`src/rtl/crc16lf_pkg.sv`:
```
package crc16lf_pkg;

	// Byte classes seen by the line state machine
	typedef enum logic [1:0] {
		KIND_OTHER,
		KIND_NEWLINE,
		KIND_COMMA,
		KIND_HEX
	} byte_kind_t;

	// One classified byte as it travels from front to back
	typedef struct packed {
		byte_kind_t  kind;
		logic [3:0]  digit;
		logic [7:0]  data;
	} rx_item_t;

	// Line verdict codes
	typedef enum logic [2:0] {
		VERDICT_OK       = 3'd0,
		VERDICT_NO_COMMA = 3'd1,
		VERDICT_SHORT    = 3'd2,
		VERDICT_MISMATCH = 3'd3,
		VERDICT_OVERFLOW = 3'd4
	} verdict_t;

	localparam logic [15:0] CRC_POLY     = 16'hA001;
	localparam logic [15:0] CRC_INIT     = 16'hFFFF;
	localparam logic [7:0]  BYTE_NEWLINE = 8'h0A;
	localparam logic [7:0]  BYTE_COMMA   = 8'h2C;

	localparam int QUEUE_DEPTH = 4;
	localparam int QUEUE_AW    = 2;

	// Fold one byte into a reflected CRC-16
	function automatic logic [15:0] crc16_byte(input logic [15:0] crc, input logic [7:0] data);
		logic [15:0] c;
		c = crc ^ {8'h00, data};
		for (int i = 0; i < 8; i++) begin
			if (c[0]) begin
				c = (c >> 1) ^ CRC_POLY;
			end else begin
				c = c >> 1;
			end
		end
		return c;
	endfunction

endpackage

```
`src/rtl/crc16lf_front.sv`:
```
module crc16lf_front (
	input  logic                  clk,
	input  logic                  arst_n,
	input  logic                  in_valid,
	output logic                  in_ready,
	input  logic [7:0]            rx_byte,
	output logic                  push,
	output crc16lf_pkg::rx_item_t push_item,
	input  logic                  queue_full
);
	import crc16lf_pkg::*;

	rx_item_t item_d;
	rx_item_t item_s1;
	logic     valid_s1;

	// Classify the incoming byte
	always_comb begin
		item_d.kind  = KIND_OTHER;
		item_d.digit = 4'd0;
		item_d.data  = rx_byte;
		if (rx_byte == BYTE_NEWLINE) begin
			item_d.kind = KIND_NEWLINE;
		end else if (rx_byte == BYTE_COMMA) begin
			item_d.kind = KIND_COMMA;
		end else if (rx_byte >= 8'h30 && rx_byte <= 8'h39) begin
			item_d.kind  = KIND_HEX;
			item_d.digit = rx_byte[3:0];
		end else if ((rx_byte >= 8'h41 && rx_byte <= 8'h46) ||
		             (rx_byte >= 8'h61 && rx_byte <= 8'h66)) begin
			item_d.kind  = KIND_HEX;
			item_d.digit = rx_byte[3:0] + 4'd9;
		end
	end

	// Stage register drains into the queue whenever it has room
	assign push      = valid_s1 && !queue_full;
	assign push_item = item_s1;
	assign in_ready  = !valid_s1 || !queue_full;

	always_ff @(posedge clk or negedge arst_n) begin
		if (!arst_n) begin
			valid_s1 <= 1'b0;
		end else if (in_ready) begin
			valid_s1 <= in_valid;
		end
	end

	always_ff @(posedge clk) begin
		if (in_ready && in_valid) begin
			item_s1 <= item_d;
		end
	end

endmodule

```
`src/rtl/crc16lf_queue.sv`:
```
module crc16lf_queue (
	input  logic                  clk,
	input  logic                  arst_n,
	input  logic                  push,
	input  crc16lf_pkg::rx_item_t push_item,
	output logic                  full,
	input  logic                  pop,
	output logic                  not_empty,
	output crc16lf_pkg::rx_item_t head_item
);
	import crc16lf_pkg::*;

	rx_item_t              entry_q [QUEUE_DEPTH];
	logic [QUEUE_AW-1:0]   wr_ptr_q;
	logic [QUEUE_AW-1:0]   rd_ptr_q;
	logic [QUEUE_AW:0]     count_q;

	assign full      = (count_q == (QUEUE_AW+1)'(QUEUE_DEPTH));
	assign not_empty = (count_q != '0);
	assign head_item = entry_q[rd_ptr_q];

	// Advance pointers and occupancy
	always_ff @(posedge clk or negedge arst_n) begin
		if (!arst_n) begin
			wr_ptr_q <= '0;
			rd_ptr_q <= '0;
			count_q  <= '0;
		end else begin
			if (push) begin
				wr_ptr_q <= wr_ptr_q + 1'b1;
			end
			if (pop) begin
				rd_ptr_q <= rd_ptr_q + 1'b1;
			end
			if (push && !pop) begin
				count_q <= count_q + 1'b1;
			end else if (pop && !push) begin
				count_q <= count_q - 1'b1;
			end
		end
	end

	always_ff @(posedge clk) begin
		if (push) begin
			entry_q[wr_ptr_q] <= push_item;
		end
	end

endmodule

```
`src/rtl/crc16lf_back.sv`:
```
module crc16lf_back #(
	parameter int MAX_LINE_BYTES = 256
) (
	input  logic                  clk,
	input  logic                  arst_n,
	input  logic                  q_valid,
	input  crc16lf_pkg::rx_item_t q_item,
	output logic                  q_pop,
	output logic                  out_valid,
	input  logic                  out_ready,
	output logic [2:0]            verdict,
	output logic [8:0]            payload_length,
	output logic [15:0]           received_check,
	output logic [15:0]           computed_check
);
	import crc16lf_pkg::*;

	localparam int LW = $clog2(MAX_LINE_BYTES + 1);
	localparam logic [LW-1:0] LEN_MAX  = LW'(MAX_LINE_BYTES);
	localparam logic [8:0]    PLEN_SAT = 9'(MAX_LINE_BYTES);

	logic [15:0]   crc_q;
	logic [15:0]   snap_q;
	logic          comma_seen_q;
	logic [15:0]   hex_acc_q;
	logic [2:0]    hex_cnt_q;
	logic          hex_open_q;
	logic [LW-1:0] len_q;
	logic [LW-1:0] plen_comma_q;
	logic          overflow_q;

	logic          out_valid_q;
	verdict_t      verdict_q;
	logic [8:0]    plen_out_q;
	logic [15:0]   rx_out_q;
	logic [15:0]   calc_out_q;

	logic          is_newline;
	logic          load_out;
	verdict_t      verdict_d;
	logic [8:0]    plen_d;
	logic [15:0]   rx_d;
	logic [15:0]   calc_d;
	logic [LW+8:0] plen_ext;

	// Pop unless a newline would overwrite an untaken result
	assign is_newline = (q_item.kind == KIND_NEWLINE);
	assign q_pop      = q_valid && (!is_newline || !out_valid_q || out_ready);
	assign load_out   = q_pop && is_newline;
	assign plen_ext   = {9'd0, plen_comma_q};

	// Form the line verdict
	always_comb begin
		verdict_d = VERDICT_OK;
		plen_d    = 9'd0;
		rx_d      = 16'd0;
		calc_d    = 16'd0;
		if (overflow_q) begin
			verdict_d = VERDICT_OVERFLOW;
			plen_d    = PLEN_SAT;
		end else if (!comma_seen_q) begin
			verdict_d = VERDICT_NO_COMMA;
		end else begin
			plen_d = plen_ext[8:0];
			rx_d   = hex_acc_q;
			calc_d = ~snap_q;
			if (hex_cnt_q < 3'd4) begin
				verdict_d = VERDICT_SHORT;
			end else if (hex_acc_q != ~snap_q) begin
				verdict_d = VERDICT_MISMATCH;
			end
		end
	end

	// Line state: clear at newline, overflow at the cap then hold, else fold in byte
	always_ff @(posedge clk or negedge arst_n) begin
		if (!arst_n) begin
			crc_q        <= CRC_INIT;
			snap_q       <= 16'd0;
			comma_seen_q <= 1'b0;
			hex_acc_q    <= 16'd0;
			hex_cnt_q    <= 3'd0;
			hex_open_q   <= 1'b0;
			len_q        <= '0;
			plen_comma_q <= '0;
			overflow_q   <= 1'b0;
		end else if (q_pop) begin
			if (is_newline) begin
				crc_q        <= CRC_INIT;
				snap_q       <= 16'd0;
				comma_seen_q <= 1'b0;
				hex_acc_q    <= 16'd0;
				hex_cnt_q    <= 3'd0;
				hex_open_q   <= 1'b0;
				len_q        <= '0;
				plen_comma_q <= '0;
				overflow_q   <= 1'b0;
			end else if (!overflow_q) begin
				if (len_q == LEN_MAX) begin
					overflow_q <= 1'b1;
				end else begin
					if (q_item.kind == KIND_COMMA) begin
						snap_q       <= crc_q;
						plen_comma_q <= len_q;
						comma_seen_q <= 1'b1;
						hex_acc_q    <= 16'd0;
						hex_cnt_q    <= 3'd0;
						hex_open_q   <= 1'b1;
					end else if (hex_open_q) begin
						if (q_item.kind == KIND_HEX) begin
							hex_acc_q <= {hex_acc_q[11:0], q_item.digit};
							if (hex_cnt_q != 3'd7) begin
								hex_cnt_q <= hex_cnt_q + 3'd1;
							end
						end else begin
							hex_open_q <= 1'b0;
						end
					end
					crc_q <= crc16_byte(crc_q, q_item.data);
					len_q <= len_q + 1'b1;
				end
			end
		end
	end

	// Output register: load on newline, drop after transfer
	always_ff @(posedge clk or negedge arst_n) begin
		if (!arst_n) begin
			out_valid_q <= 1'b0;
		end else if (load_out) begin
			out_valid_q <= 1'b1;
		end else if (out_ready) begin
			out_valid_q <= 1'b0;
		end
	end

	always_ff @(posedge clk) begin
		if (load_out) begin
			verdict_q  <= verdict_d;
			plen_out_q <= plen_d;
			rx_out_q   <= rx_d;
			calc_out_q <= calc_d;
		end
	end

	assign out_valid      = out_valid_q;
	assign verdict        = verdict_q;
	assign payload_length = plen_out_q;
	assign received_check = rx_out_q;
	assign computed_check = calc_out_q;

endmodule

```
`src/rtl/crc16_text_line_frame_checker_top.sv`:
```
// With the queue empty, a newline's result goes through the stage register, queue entry and
// output register. One byte per cycle is taken while the queue has room; the CRC byte
// update is combinational. A 4-entry queue between classifier and line engine absorbs
// output stalls; a newline waits in the queue while the previous result is still untaken.
// Reset (arst_n low, asynchronous): queue empty, no result pending, line state cleared
// with the CRC at FFFF.
module crc16_text_line_frame_checker_top #(
	parameter int MAX_LINE_BYTES = 256
) (
	input  logic        clk,
	input  logic        arst_n,
	input  logic        in_valid,
	output logic        in_ready,
	input  logic [7:0]  rx_byte,
	output logic        out_valid,
	input  logic        out_ready,
	output logic [2:0]  verdict,
	output logic [8:0]  payload_length,
	output logic [15:0] received_check,
	output logic [15:0] computed_check
);
	import crc16lf_pkg::*;

	logic     push;
	rx_item_t push_item;
	logic     queue_full;
	logic     pop;
	logic     not_empty;
	rx_item_t head_item;

	crc16lf_front u_front (
		.clk        (clk),
		.arst_n     (arst_n),
		.in_valid   (in_valid),
		.in_ready   (in_ready),
		.rx_byte    (rx_byte),
		.push       (push),
		.push_item  (push_item),
		.queue_full (queue_full)
	);

	crc16lf_queue u_queue (
		.clk       (clk),
		.arst_n    (arst_n),
		.push      (push),
		.push_item (push_item),
		.full      (queue_full),
		.pop       (pop),
		.not_empty (not_empty),
		.head_item (head_item)
	);

	crc16lf_back #(
		.MAX_LINE_BYTES (MAX_LINE_BYTES)
	) u_back (
		.clk            (clk),
		.arst_n         (arst_n),
		.q_valid        (not_empty),
		.q_item         (head_item),
		.q_pop          (pop),
		.out_valid      (out_valid),
		.out_ready      (out_ready),
		.verdict        (verdict),
		.payload_length (payload_length),
		.received_check (received_check),
		.computed_check (computed_check)
	);

endmodule

```
`config.mk`:
```
export PLATFORM = sky130hd
export DESIGN_NAME = crc16_text_line_frame_checker_top
export DESIGN_NICKNAME = d
export VERILOG_FILES = /design/src/rtl/crc16lf_pkg.sv /design/src/rtl/crc16lf_front.sv /design/src/rtl/crc16lf_queue.sv /design/src/rtl/crc16lf_back.sv /design/src/rtl/crc16_text_line_frame_checker_top.sv
export SDC_FILE = /design/constraint.sdc
export NUM_CORES = 1
export LEC_CHECK = 0
export ABC_AREA = 1
export BUFFER_PORTS_ARGS = -buffer_cell sky130_fd_sc_hd__clkbuf_2
export CAP_MARGIN = 10
export CORE_MARGIN = 4
export CORE_UTILIZATION = 50
export CTS_BUF_LIST = sky130_fd_sc_hd__clkbuf_4 sky130_fd_sc_hd__clkbuf_8 sky130_fd_sc_hd__clkbuf_16
export DETAILED_ROUTE_END_ITERATION = 6
export GPL_ROUTABILITY_DRIVEN = 0
export HOLD_SLACK_MARGIN = 0.02
export PLACE_DENSITY = 0.68
export RECOVER_POWER = 25
export SETUP_SLACK_MARGIN = 0.5
export SLEW_MARGIN = 20
export SYNTH_ARGS = -nofsm -noshare
export SYNTH_HDL_FRONTEND = slang
export SYNTH_HIERARCHICAL = 1
export SYNTH_SLANG_ARGS = --single-unit
```
`constraint.sdc`:
```
create_clock -name clk -period 9.15 [get_ports clk]
set_input_delay 1.83 -clock clk [delete_from_list [all_inputs] [get_ports clk]]
set_output_delay 1.83 -clock clk [all_outputs]
set_load 0.005 [all_outputs]
```
==> run_results.csv, run 1 <==
group,metric,value,unit
outcome,status,"complete, no violations",
clocking,cts_tree,"yes",
yosys,synth-compound-area-share,10.7,%
placed_design,dp.cells,1071,
power_and_ir_drop,clock_power_share,18.6,%
clocking,clockBufferDepth,2,
yosys,synth_flop_cell,"edfxtp_1",
die,start_util,50.9,%
power_and_ir_drop,p_per_area,394,nW/µm²
clocking,cts_sinks,195,
final_layout,layout-area-overhead-vs-synth,11.1,%
yosys,ys_warn_count,6,
yosys,syn_area_per_cell,10.8,µm²
yosys,synth_area_leaders,"edfxtp_1 39%, dfrtp_1 18%, nand2_1 6.5%",
clocking,clockRootBuffer,"clkbuf_16",
grt,track_usage,16.4,%
yosys,synth.most_common_cell,"nand2_1",
yosys,synth_cells,813,
clocking,htreeDepth,4,
setup_path,r2r_end,"u_back/snap_q[14]",
sta,finalSetupViolCount,0,
detailed_routing,wl,15800,µm
clocking,clock_latency,430,ps
sta,max_freq,0.291,GHz
grt,grt_max_degree,82,
setup_path,cp-start-kind,"flip-flop",
yosys,ys_types,44,
setup_path,endpoint_kind,"flip-flop",
die,die_w,141,µm
detailed_routing,firstDrtPassIters,5,
clocking,holdBufCountCts,0,
grt,grt_pass1_vias,5376,
yosys,synthTopCellsByCount,"153 x nand2_1, 125 x inv_1, 114 x edfxtp_1, 65 x dfrtp_1, 59 x nor2_1",
yosys,synth_area_leader_cell,"edfxtp_1",
setup_path,r2r_slack,5710,ps
power_and_ir_drop,power.internal,2.25,mW
yosys,yosys.area_share.simple,14.5,%
sta,hold_slack,469,ps
sta,period_minus_slack,3440,ps
final_layout,fill_cells,1482,
yosys,synth_top_family_by_area,"simple AND/OR/NAND/NOR gates",
final_layout,drive_above_1_share,18.5,%
detailed_routing,vias,5612,
sta,rsz0062_at_grt,"no",
placed_design,dpl.hpwl,10800,µm
clocking,cts.clk_slew.worst_paths,70,ps
placed_design,portBuffers,57,
setup_path,cp.arrival,3780,ps
power_and_ir_drop,netSwitchingFraction,41.5,%
setup_path,r2r_start,"u_queue/rd_ptr_q[0]",
detailed_routing,viasPerCell,5.09,
detailed_routing,drt_iter0_markers,445,
sta,tns,0,ps
grt,grt_antenna_before_repair,0,
setup_path,crit_start,"u_queue/rd_ptr_q[0]",
power_and_ir_drop,total_leakage_power,4.30,nW
sta,finalCritPeriodShare,37.6,%
yosys,synth_nets,843,
detailed_routing,wl_per_cell,14.3,µm
yosys,synth.cell_area,8800,µm²
sta,fin_worst_skew,9.27,ps
setup_path,cp-endpoint,"u_back/snap_q[14]",
sta,relSlewSlack,22.2,%
placed_design,placed_cell_area,9200,µm²
clocking,cts_setup_buffers,0,
grt,overflow,0,
power_and_ir_drop,p_sw,1.60,mW
clocking,ctsResizeCount,0,
power_and_ir_drop,comb_power_share,41.3,%
setup_path,cp_data_required_time,9490,ps
detailed_routing,ant_nets,0,
detailed_routing,route.detailed.drc,0,
setup_path,worstSetupPathType,"reg -> reg",
clocking,cts_buffers,17,
sta,drv_slew,0,
final_layout,final_cells,1103,
final_layout,fin_nets,895,
power_and_ir_drop,power_frac_seq,40.1,%
run,maxCapViolCount,0,
grt,grt_pass1_wl,26200,µm
die,die_h,141,µm
yosys,synth_top_area_share,38.9,%
yosys,synth_edf_count,114,
yosys,synth_seq_area_share,62.2,%
sta,hold_viol_final,0,
yosys,synth.area.mux_share,0,%
setup_path,ff2ff_path_depth,11,
yosys,ys_ff_latch,195,
power_and_ir_drop,ir_drop,0.223,mV
yosys,async_reset_ff_share,41.5,%
power_and_ir_drop,power,3.85,mW
hold_path,hold_class,"reg -> reg",
yosys,synth_fa_ha_area_share,2.64,%
yosys,synth_xor_area_share,1.89,%
die,io_pins,58,
setup_path,critical_path.max_fanout,58,
die,num_rows,48,
die,core,17300,µm²
die,dieArea,19800,µm²
sta,tightestPinTransition,1170,ps
final_layout,n_antenna_cell,0,
final_layout,design_area,9770,µm²
==> worst max-delay path, cell delays in order (launching register included) <==
cell	delay, ps
dfrtp_4	850
nand2_1	150
o211ai_2	90
nand2_1	110
inv_1	90
ha_1	360
inv_2	150
a21oi_4	160
nand2_4	250
nor2_4	540
nand2_4	320
o21ai_0	250
==> metal layers <==
metal	global-route usage (%)	part of all wire, %	vias to the layer above
met2	26.9	48	108
met1	21.9	46	2676
met3	2.99	3.8	26
li1	-	-	2802
met4	6.73	2.4	0
met5	0	0	-
==> flip-flops by register name (all words and copies together) (netlist names), 3 cells and up <==
register,count
u_queue/entry_q,56
u_back/computed_check,16
u_back/crc_q,16
u_back/hex_acc_q,16
u_back/received_check,16
u_back/snap_q,16
u_front/push_item,14
u_back/len_q,9
u_back/payload_length,9
u_back/plen_comma_q,9
u_back/hex_cnt_q,3
u_back/verdict,3
u_queue/count_q,3
==> cells by family (layout without fill, tap and decap cells) <==
| logic type | count (synthesis) | in the layout |
|---|---|---|
| AND/OR/NAND/NOR | 292 | 292 |
| flip-flops | 195 | 195 |
| buffers and inverters | 164 | 229 |
| AO/OA/AOI/OAI | 125 | 125 |
| XOR/XNOR | 19 | 19 |
| adder cells (fa/ha/maj) | 18 | 18 |
==> final cells by class <==
type | count | area, µm² | area share, %
multi-input cells | 454 | 2610 | 26.7
clock buffers | 21 | 490 | 5.02
repair buffers | 61 | 314 | 3.21
clock inverters | 11 | 90.1 | 0.922
flip-flops and latches | 195 | 5470 | 56.0
well taps | 225 | 282 | 2.88
inverters | 136 | 510 | 5.22
==> how the worst min path moves through the flow <==
stage	depth (start not counted)	to	startpoint	slack (ps)
3_5_place_dp	2	u_queue/count_q[2]	u_queue/count_q[2]	460
4_1_cts	2	u_queue/count_q[2]	u_queue/count_q[2]	470
3_3_place_gp	2	u_queue/count_q[2]	u_queue/count_q[2]	460
2_1_floorplan	2	u_queue/count_q[2]	u_queue/count_q[2]	440
6_report	2	u_queue/count_q[2]	u_queue/count_q[2]	470
5_1_grt	2	u_back/hex_cnt_q[1]	u_back/hex_cnt_q[1]	520
==> power groups by stage <==
stage                     combinational, mW  sequential (mW)  clock (mW)
after floorplan                        1.31             1.49           0
after global placement                 1.57             1.55           0
after detailed placement               1.60             1.56           0
after CTS                              1.61             1.55       0.731
after global routing                   1.81             1.58       0.770
final                                  1.59             1.54       0.717
==> layout by cell type (no fill, tap or decap), types with 3 or more instances in the layout <==
| cell type | n |
|---|---|
| clkbuf_16 | 19 |
| o22ai_1 | 4 |
| nor2_1 | 59 |
| nor2_2 | 3 |
| clkbuf_1 | 6 |
| nand2_1 | 153 |
| o211ai_2 | 14 |
| a21oi_1 | 10 |
| inv_1 | 124 |
| o22ai_2 | 11 |
| nand4_1 | 7 |
| o21ai_1 | 26 |
| inv_6 | 3 |
| a32oi_1 | 6 |
| dfstp_2 | 16 |
| nor3_1 | 7 |
| edfxtp_1 | 114 |
| nand2_2 | 9 |
| inv_2 | 10 |
| clkinvlp_4 | 3 |
| a22oi_1 | 8 |
| buf_4 | 4 |
| xor2_1 | 14 |
| o211ai_1 | 14 |
| ha_1 | 17 |
| o21ai_0 | 26 |
| nand3_1 | 42 |
| nor4_1 | 3 |
| clkbuf_2 | 50 |
| dfrtp_1 | 64 |
| xnor2_1 | 5 |
==> through the flow <==
| step | utilization, % | setup WS, ps |
|---|---|---|
| 2_1_floorplan | - | 5580 |
| 3_3_place_gp | 53.2 | 5420 |
| 3_5_place_dp | 53.2 | 5390 |
| 4_1_cts | 56.5 | 5400 |
| 5_1_grt | 56.5 | 5400 |
| 6_report | 56.5 | 5710 |
Note: power is estimated with default switching activity, not from simulation.
==> run 2, diff against run 1 <==
Clock period 9.15 ns to 3.5 ns, I/O delays scaled along.
==> run 2 against run 1 <==
Final cell count increased by 0.54%. Register-to-register slack got worse by 4900 ps. Non-clock buffer count increased by 6. Die area unchanged. Largest power group unchanged. Sequential cell count unchanged. Power increased to 2.7 times the previous value. Via count increased by 0.82%. The flow now finishes with violations (capacitance limit, slew limit). Global-route usage increased by 0.24 points. Routed wire length about the same.
==> run_results.csv, run 2 (synthesis results as in run 1) <==
group,metric,value,unit
die,num_rows,48,
clocking,clockBufferDepth,2,
setup_path,worstSetupPathType,"reg -> reg",
die,die_w,141,µm
sta,max_freq,0.373,GHz
detailed_routing,viasPerCell,5.10,
setup_path,crit_slowest_cell,"dfrtp_2",
final_layout,mostFrequentLayoutCells,"153 x nand2_1, 124 x inv_1, 114 x edfxtp_1, 64 x dfrtp_1, 59 x nor2_1",
setup_path,max_stage_delay,480,ps
placed_design,post-place-ws,825,ps
die,start_util,50.9,%
sta,period_minus_slack,2680,ps
sta,rsz0062_at_grt,"no",
final_layout,largest_register_ffs,56,
grt,grt_pass1_vias,5346,
power_and_ir_drop,power.internal,5.99,mW
power_and_ir_drop,total_leakage_power,4.33,nW
clocking,clock_latency,430,ps
sta,fin_worst_skew,9.32,ps
detailed_routing,drt_iter0_markers,411,
hold_path,whs_path_depth,3,
final_layout,final_common_cell,"nand2_1",
setup_path,critPathBufInv,4,
setup_path,cp.arrival,3000,ps
die,dieArea,19800,µm²
clocking,holdBufCountCts,0,
hold_path,worstHoldStart,"in_valid",
placed_design,portBuffers,57,
power_and_ir_drop,power_frac_seq,38.6,%
clocking,cts_buffers,17,
detailed_routing,wl_per_cell,14.2,µm
hold_path,hold_class,"in -> reg",
placed_design,dpl.hpwl,10900,µm
power_and_ir_drop,netSwitchingFraction,41.3,%
power_and_ir_drop,clock_power_share,18.7,%
setup_path,critical_path.max_fanout,11,
detailed_routing,route.detailed.drc,0,
detailed_routing,firstDrtPassIters,5,
sta,relSlewSlack,-16.5,%
sta,tns,0,ps
setup_path,crit_family,"adder cells",
clocking,clockRootBuffer,"clkbuf_16",
grt,grt_antenna_before_repair,0,
grt,grt_max_degree,73,
hold_path,min_to,"u_front/valid_s1",
clocking,cts.clk_slew.worst_paths,60,ps
sta,hold_viol_final,0,
final_layout,drive_above_1_share,18.8,%
outcome,violations,"capacitance limit, slew limit",
outcome,status,"complete, but fails checks",
die,core,17300,µm²
power_and_ir_drop,p_per_area,1040,nW/µm²
final_layout,n_antenna_cell,0,
setup_path,r2r_start,"u_queue/rd_ptr_q[0]",
sta,tightestPinTransition,1750,ps
final_layout,layout-area-overhead-vs-synth,11.6,%
sta,finalCritPeriodShare,76.6,%
clocking,cts_sinks,195,
setup_path,worstPathCellList,"o211ai_1 > nand2_1 > inv_1 > ha_1 > nand3_2 > nand2_2 > inv_1 > inv_1 > ha_1 > inv_1 > fa_1 > nand2_1 > nand3_1 > nand2_1 > nand2_1",
clocking,cts_setup_buffers,0,
final_layout,fin_nets,901,
clocking,cts_tree,"yes",
detailed_routing,wl,15800,µm
power_and_ir_drop,ir_drop,0.746,mV
sta,setup_ws,818,ps
clocking,htreeDepth,4,
setup_path,endpoint_kind,"flip-flop",
power_and_ir_drop,p_sw,4.21,mW
run,maxCapViolCount,1,
setup_path,cp-start-kind,"flip-flop",
sta,finalSetupViolCount,0,
grt,overflow,0,
final_layout,top_register,"u_queue/entry_q",
sta,drv_slew,73,
die,io_pins,58,
detailed_routing,vias,5658,
grt,track_usage,16.7,%
die,die_h,141,µm
power_and_ir_drop,comb_power_share,42.7,%
setup_path,cp_data_required_time,3810,ps
grt,grt_pass1_wl,26300,µm
detailed_routing,ant_nets,0,
setup_path,r2r_slack,820,ps
setup_path,r2r_end,"u_queue/count_q[2]",
setup_path,ff2ff_path_depth,15,
[run 2: through the flow]
step | hold WS (ps) | instance area (µm²) | utilization [%] | total power, mW | std cells
finish | 472 | 9830 | 56.8 | 10.2 | 1109
CTS | 419 | 9840 | 56.9 | 10.3 | 1109
floorplan | 404 | 8800 | - | 7.32 | 813
global placement | 465 | 9240 | 53.4 | 8.25 | 1077
detailed placement | 477 | 9240 | 53.4 | 8.34 | 1077
global route | 485 | 9830 | 56.8 | 11.0 | 1109
[run 2: cell type report]
type / instances / area (µm²)
inverter: 136 / 513
tap: 225 / 282
clock inverter: 11 / 116
fill: 1429 / 7470
multi-input combinational: 454 / 2610
timing repair buffer: 67 / 350
clock buffer: 21 / 479
sequential: 195 / 5470
[run 2: layer usage]
layer / share of wire [%] / routed length [µm] / global-route usage [%] / vias up
met5: 0 / 0 / 0 / -
met4: 2.7 / 425 / 7.34 / 0
met3: 4.0 / 627 / 2.78 / 29
met2: 48 / 7550 / 26.9 / 128
met1: 45 / 7170 / 22.5 / 2680
li1: - / - / - / 2821
[run 2: power by group through the flow]
stage / Sequential [mW] / Combinational (mW) / Clock [mW]
after detailed placement: 3.99 / 4.36 / 0
after global placement: 3.96 / 4.29 / 0
after CTS: 3.94 / 4.38 / 1.95
final: 3.94 / 4.36 / 1.91
after global routing: 4.03 / 4.92 / 2.05
after floorplan: 3.91 / 3.42 / 0
[run 2: worst max-delay path by stage]
stage,slack [ps],endpoint,depth (start not counted),start
after floorplan,580,u_back/computed_check[0],11,u_queue/rd_ptr_q[0]
after global placement,930,u_back/hex_acc_q[14],15,u_queue/rd_ptr_q[1]
after detailed placement,820,u_back/hex_acc_q[15],12,u_queue/rd_ptr_q[0]
after CTS,760,u_back/hex_acc_q[7],12,u_queue/rd_ptr_q[0]
after global routing,590,u_queue/count_q[2],15,u_queue/rd_ptr_q[0]
final,820,u_queue/count_q[2],15,u_queue/rd_ptr_q[0]
[run 2: worst register-to-register path, cell delays in order, from the launching register on]
cell and delay, ps:
dfrtp_2 480, o211ai_1 200, nand2_1 120, inv_1 90
ha_1 360, nand3_2 120, nand2_2 130, inv_1 100
inv_1 60, ha_1 150, inv_1 70, fa_1 390
nand2_1 110, nand3_1 80, nand2_1 70, nand2_1 50
[run 2: what timing repair did]
action | in CTS | in global routing
hold endpoints to repair | 0 | 0
gates resized for setup | 0 | 2
endpoints found under the setup margin | 0 | 1
==> run 3, diff against run 2 <==
Settings changed: ABC_AREA 1 to 0, PLACE_DENSITY 0.68 to 0.71.
Clock period 3.5 ns to 2.46 ns, I/O delays scaled along.
==> run 3 against run 2 <==
The run ends with setup timing left. Global-route usage is 4.0 points higher. Clock skew up 2.4 ps. Via count fell by 2.2%. Synthesized cell count shrank 23%. Register-to-register slack worse by 920 ps. Final area up 12%. Hold slack worse by 220 ps. Highest routed layer unchanged.
==> run_results.csv, run 3 <==
group,metric,value,unit
detailed_routing,ant_nets,0,
detailed_routing,wl_per_cell,19.9,µm
hold_path,whs_path_depth,2,
final_layout,drive_above_1_share,42.6,%
die,io_pins,58,
yosys,synth-compound-area-share,5.43,%
hold_path,hold_class,"in -> reg",
final_layout,fin_nets,787,
yosys,syn_area_per_cell,13.2,µm²
final_layout,largest_register_ffs,56,
sta,finalSetupViolCount,34,
detailed_routing,drt_iter0_markers,377,
setup_path,cp_num_cells,12,
yosys,synth.cell_area,8240,µm²
clocking,clockRootBuffer,"clkbuf_16",
yosys,synthTopCellsByCount,"114 x edfxtp_1, 103 x nand2_1, 65 x dfrtp_1, 52 x o21ai_0, 38 x nor2_1",
setup_path,crit_family,"buffers and inverters",
grt,grt_pass1_wl,28900,µm
die,start_util,51.5,%
final_layout,n_antenna_cell,0,
setup_path,crit_slowest_cell,"mux4_2",
setup_path,cp.arrival,2920,ps
die,die_w,136,µm
yosys,synth_cells,625,
yosys,ys_warn_count,6,
detailed_routing,route.detailed.drc,0,
yosys,synth_nets,655,
setup_path,ff2ff_path_depth,12,
setup_path,worstSetupPathType,"reg -> reg",
sta,max_freq,0.391,GHz
final_layout,top_register,"u_queue/entry_q",
clocking,clockBufferDepth,2,
setup_path,endpoint_kind,"flip-flop",
sta,rsz0062_at_grt,"yes",
die,core,16000,µm²
yosys,yosys.area_share.simple,12.3,%
yosys,synth_seq_area_share,66.4,%
sta,fin_worst_skew,11.7,ps
grt,grt_pass1_vias,5495,
setup_path,cp-start-kind,"flip-flop",
yosys,synth_top_area_share,41.5,%
sta,hold_slack,247,ps
yosys,ys_types,49,
yosys,synth_top_family_by_area,"simple AND/OR/NAND/NOR gates",
sta,tightestPinTransition,973,ps
yosys,async_reset_ff_share,41.5,%
detailed_routing,viasPerCell,5.61,
yosys,synth_fa_ha_area_share,2.82,%
yosys,synth.most_common_cell,"edfxtp_1",
placed_design,portBuffers,57,
final_layout,mostFrequentLayoutCells,"114 x edfxtp_1, 64 x dfrtp_1, 52 x nand2_1, 49 x clkbuf_2, 35 x buf_4",
yosys,synth_xor_area_share,5.66,%
outcome,status,"complete, but fails checks",
die,num_rows,46,
sta,hold_viol_final,0,
sta,relSlewSlack,35.1,%
die,dieArea,18600,µm²
detailed_routing,vias,5532,
die,die_h,136,µm
setup_path,max_stage_delay,530,ps
final_layout,final_common_cell,"edfxtp_1",
clocking,cts_tree,"yes",
sta,setup_ws,-97.6,ps
sta,period_minus_slack,2560,ps
yosys,synth_area_leaders,"edfxtp_1 42%, dfrtp_1 20%, dfstp_2 5.1%",
setup_path,critPathBufInv,6,
yosys,ys_ff_latch,195,
detailed_routing,firstDrtPassIters,5,
setup_path,critical_path.max_fanout,8,
yosys,synth_edf_count,114,
grt,grt_max_degree,46,
clocking,cts_buffers,17,
setup_path,cpMostUsedCell,"buf_6",
clocking,clock_latency,440,ps
sta,drv_slew,0,
clocking,cts.clk_slew.worst_paths,70,ps
setup_path,worstPathCellList,"mux4_2 > inv_2 > ha_4 > buf_6 > nand2b_4 > and3_4 > buf_6 > nand3_4 > buf_8 > buf_12 > buf_16 > o21ai_2",
grt,overflow,0,
outcome,violations,"setup timing",
sta,finalCritPeriodShare,104,%
final_layout,layout-area-overhead-vs-synth,34.0,%
grt,track_usage,20.7,%
run,maxCapViolCount,0,
setup_path,cp_data_required_time,2820,ps
yosys,synth_flop_cell,"edfxtp_1",
yosys,synth_area_leader_cell,"edfxtp_1",
yosys,synth.area.mux_share,4.87,%
placed_design,post-place-ws,-155,ps
grt,grt_antenna_before_repair,0,
placed_design,dpl.hpwl,10100,µm
clocking,cts_sinks,195,
clocking,htreeDepth,4,
detailed_routing,wl,19700,µm
==> run 3: cell count changes in the layout (fill, tap and decap cells not counted), moves of 25 or more <==
cell / before / now
nand3_1: 42 / 6
nand2_4: 2 / 29
nor2_1: 59 / 32
buf_4: 10 / 35
inv_1: 124 / 14
o21ai_2: 0 / 30
and2_1: 0 / 30
nand2_1: 153 / 52
==> run 3: per-stage QoR <==
stage                     setup TNS, ps  util [%]  cell area (µm²)  std cells
after floorplan                    -273         -             8510        625
after global placement            -92.4      56.9             9110        908
after detailed placement          -1850      57.0             9110        908
after CTS                          -175      66.7            10700        981
after global routing              -6100      69.0            11000        986
final                             -1190      69.0            11000        986
==> run 3: area by class of cell <==
type / instances / area, µm²
flip-flops and latches: 195 / 5470
fillers: 1034 / 4950
multi-input cells: 386 / 3280
repair buffers: 138 / 1330
clock buffers: 18 / 450
well taps: 216 / 270
clock inverters: 14 / 163
inverters: 19 / 75.1
==> run 3: logic make-up after synthesis <==
kind of cell / after synthesis
compound gates: 77
xor+xnor: 50
fa+ha+maj: 18
buf+inv: 47
flops: 195
mux: 20
simple gates: 218
==> run 3: final timing paths <==
check,from,endpoint,slack [ps]
setup / recovery,u_queue/rd_ptr_q[0],u_back/hex_acc_q[10],-100
hold / removal,in_valid,u_front/valid_s1,250
setup reg to reg,u_queue/rd_ptr_q[0],u_back/hex_acc_q[10],-100
hold reg to reg,u_back/crc_q[10],u_back/crc_q[10],490
max in group asynchronous,arst_n,u_back/crc_q[2],880
min in group asynchronous,arst_n,u_back/plen_comma_q[2],750
==> run 3: worst reg2reg max path, cell delays in order (launching register included) <==
cell	delay, ps
dfrtp_2	420
mux4_2	530
inv_2	100
ha_4	150
buf_6	100
nand2b_4	110
and3_4	270
buf_6	120
nand3_4	80
buf_8	160
buf_12	120
buf_16	140
o21ai_2	170
==> run 3: timing repair <==
item	4_1_cts	5_1_grt
pin swaps	26	29
resized for setup	118	87
cloned	15	0
setup buffers	25	5
hold endpoints to repair	6	0
hold buffers	1	0
endpoints found under the setup margin	121	121
==> run 3: layer usage <==
metal / vias up / track usage (%) / wire length, µm / share of wire [%]
met4: 0 / 9.74 / 906 / 4.6
met1: 2755 / 24.0 / 7480 / 38
met3: 81 / 4.96 / 1070 / 5.4
met2: 234 / 36.2 / 10200 / 52
met5: - / 0 / 0 / 0
li1: 2462 / - / - / -
Power of run 3 is left out: the tool's default activity adds up to more than one toggle a clock period on the data nets, which glitch-free logic cannot reach.
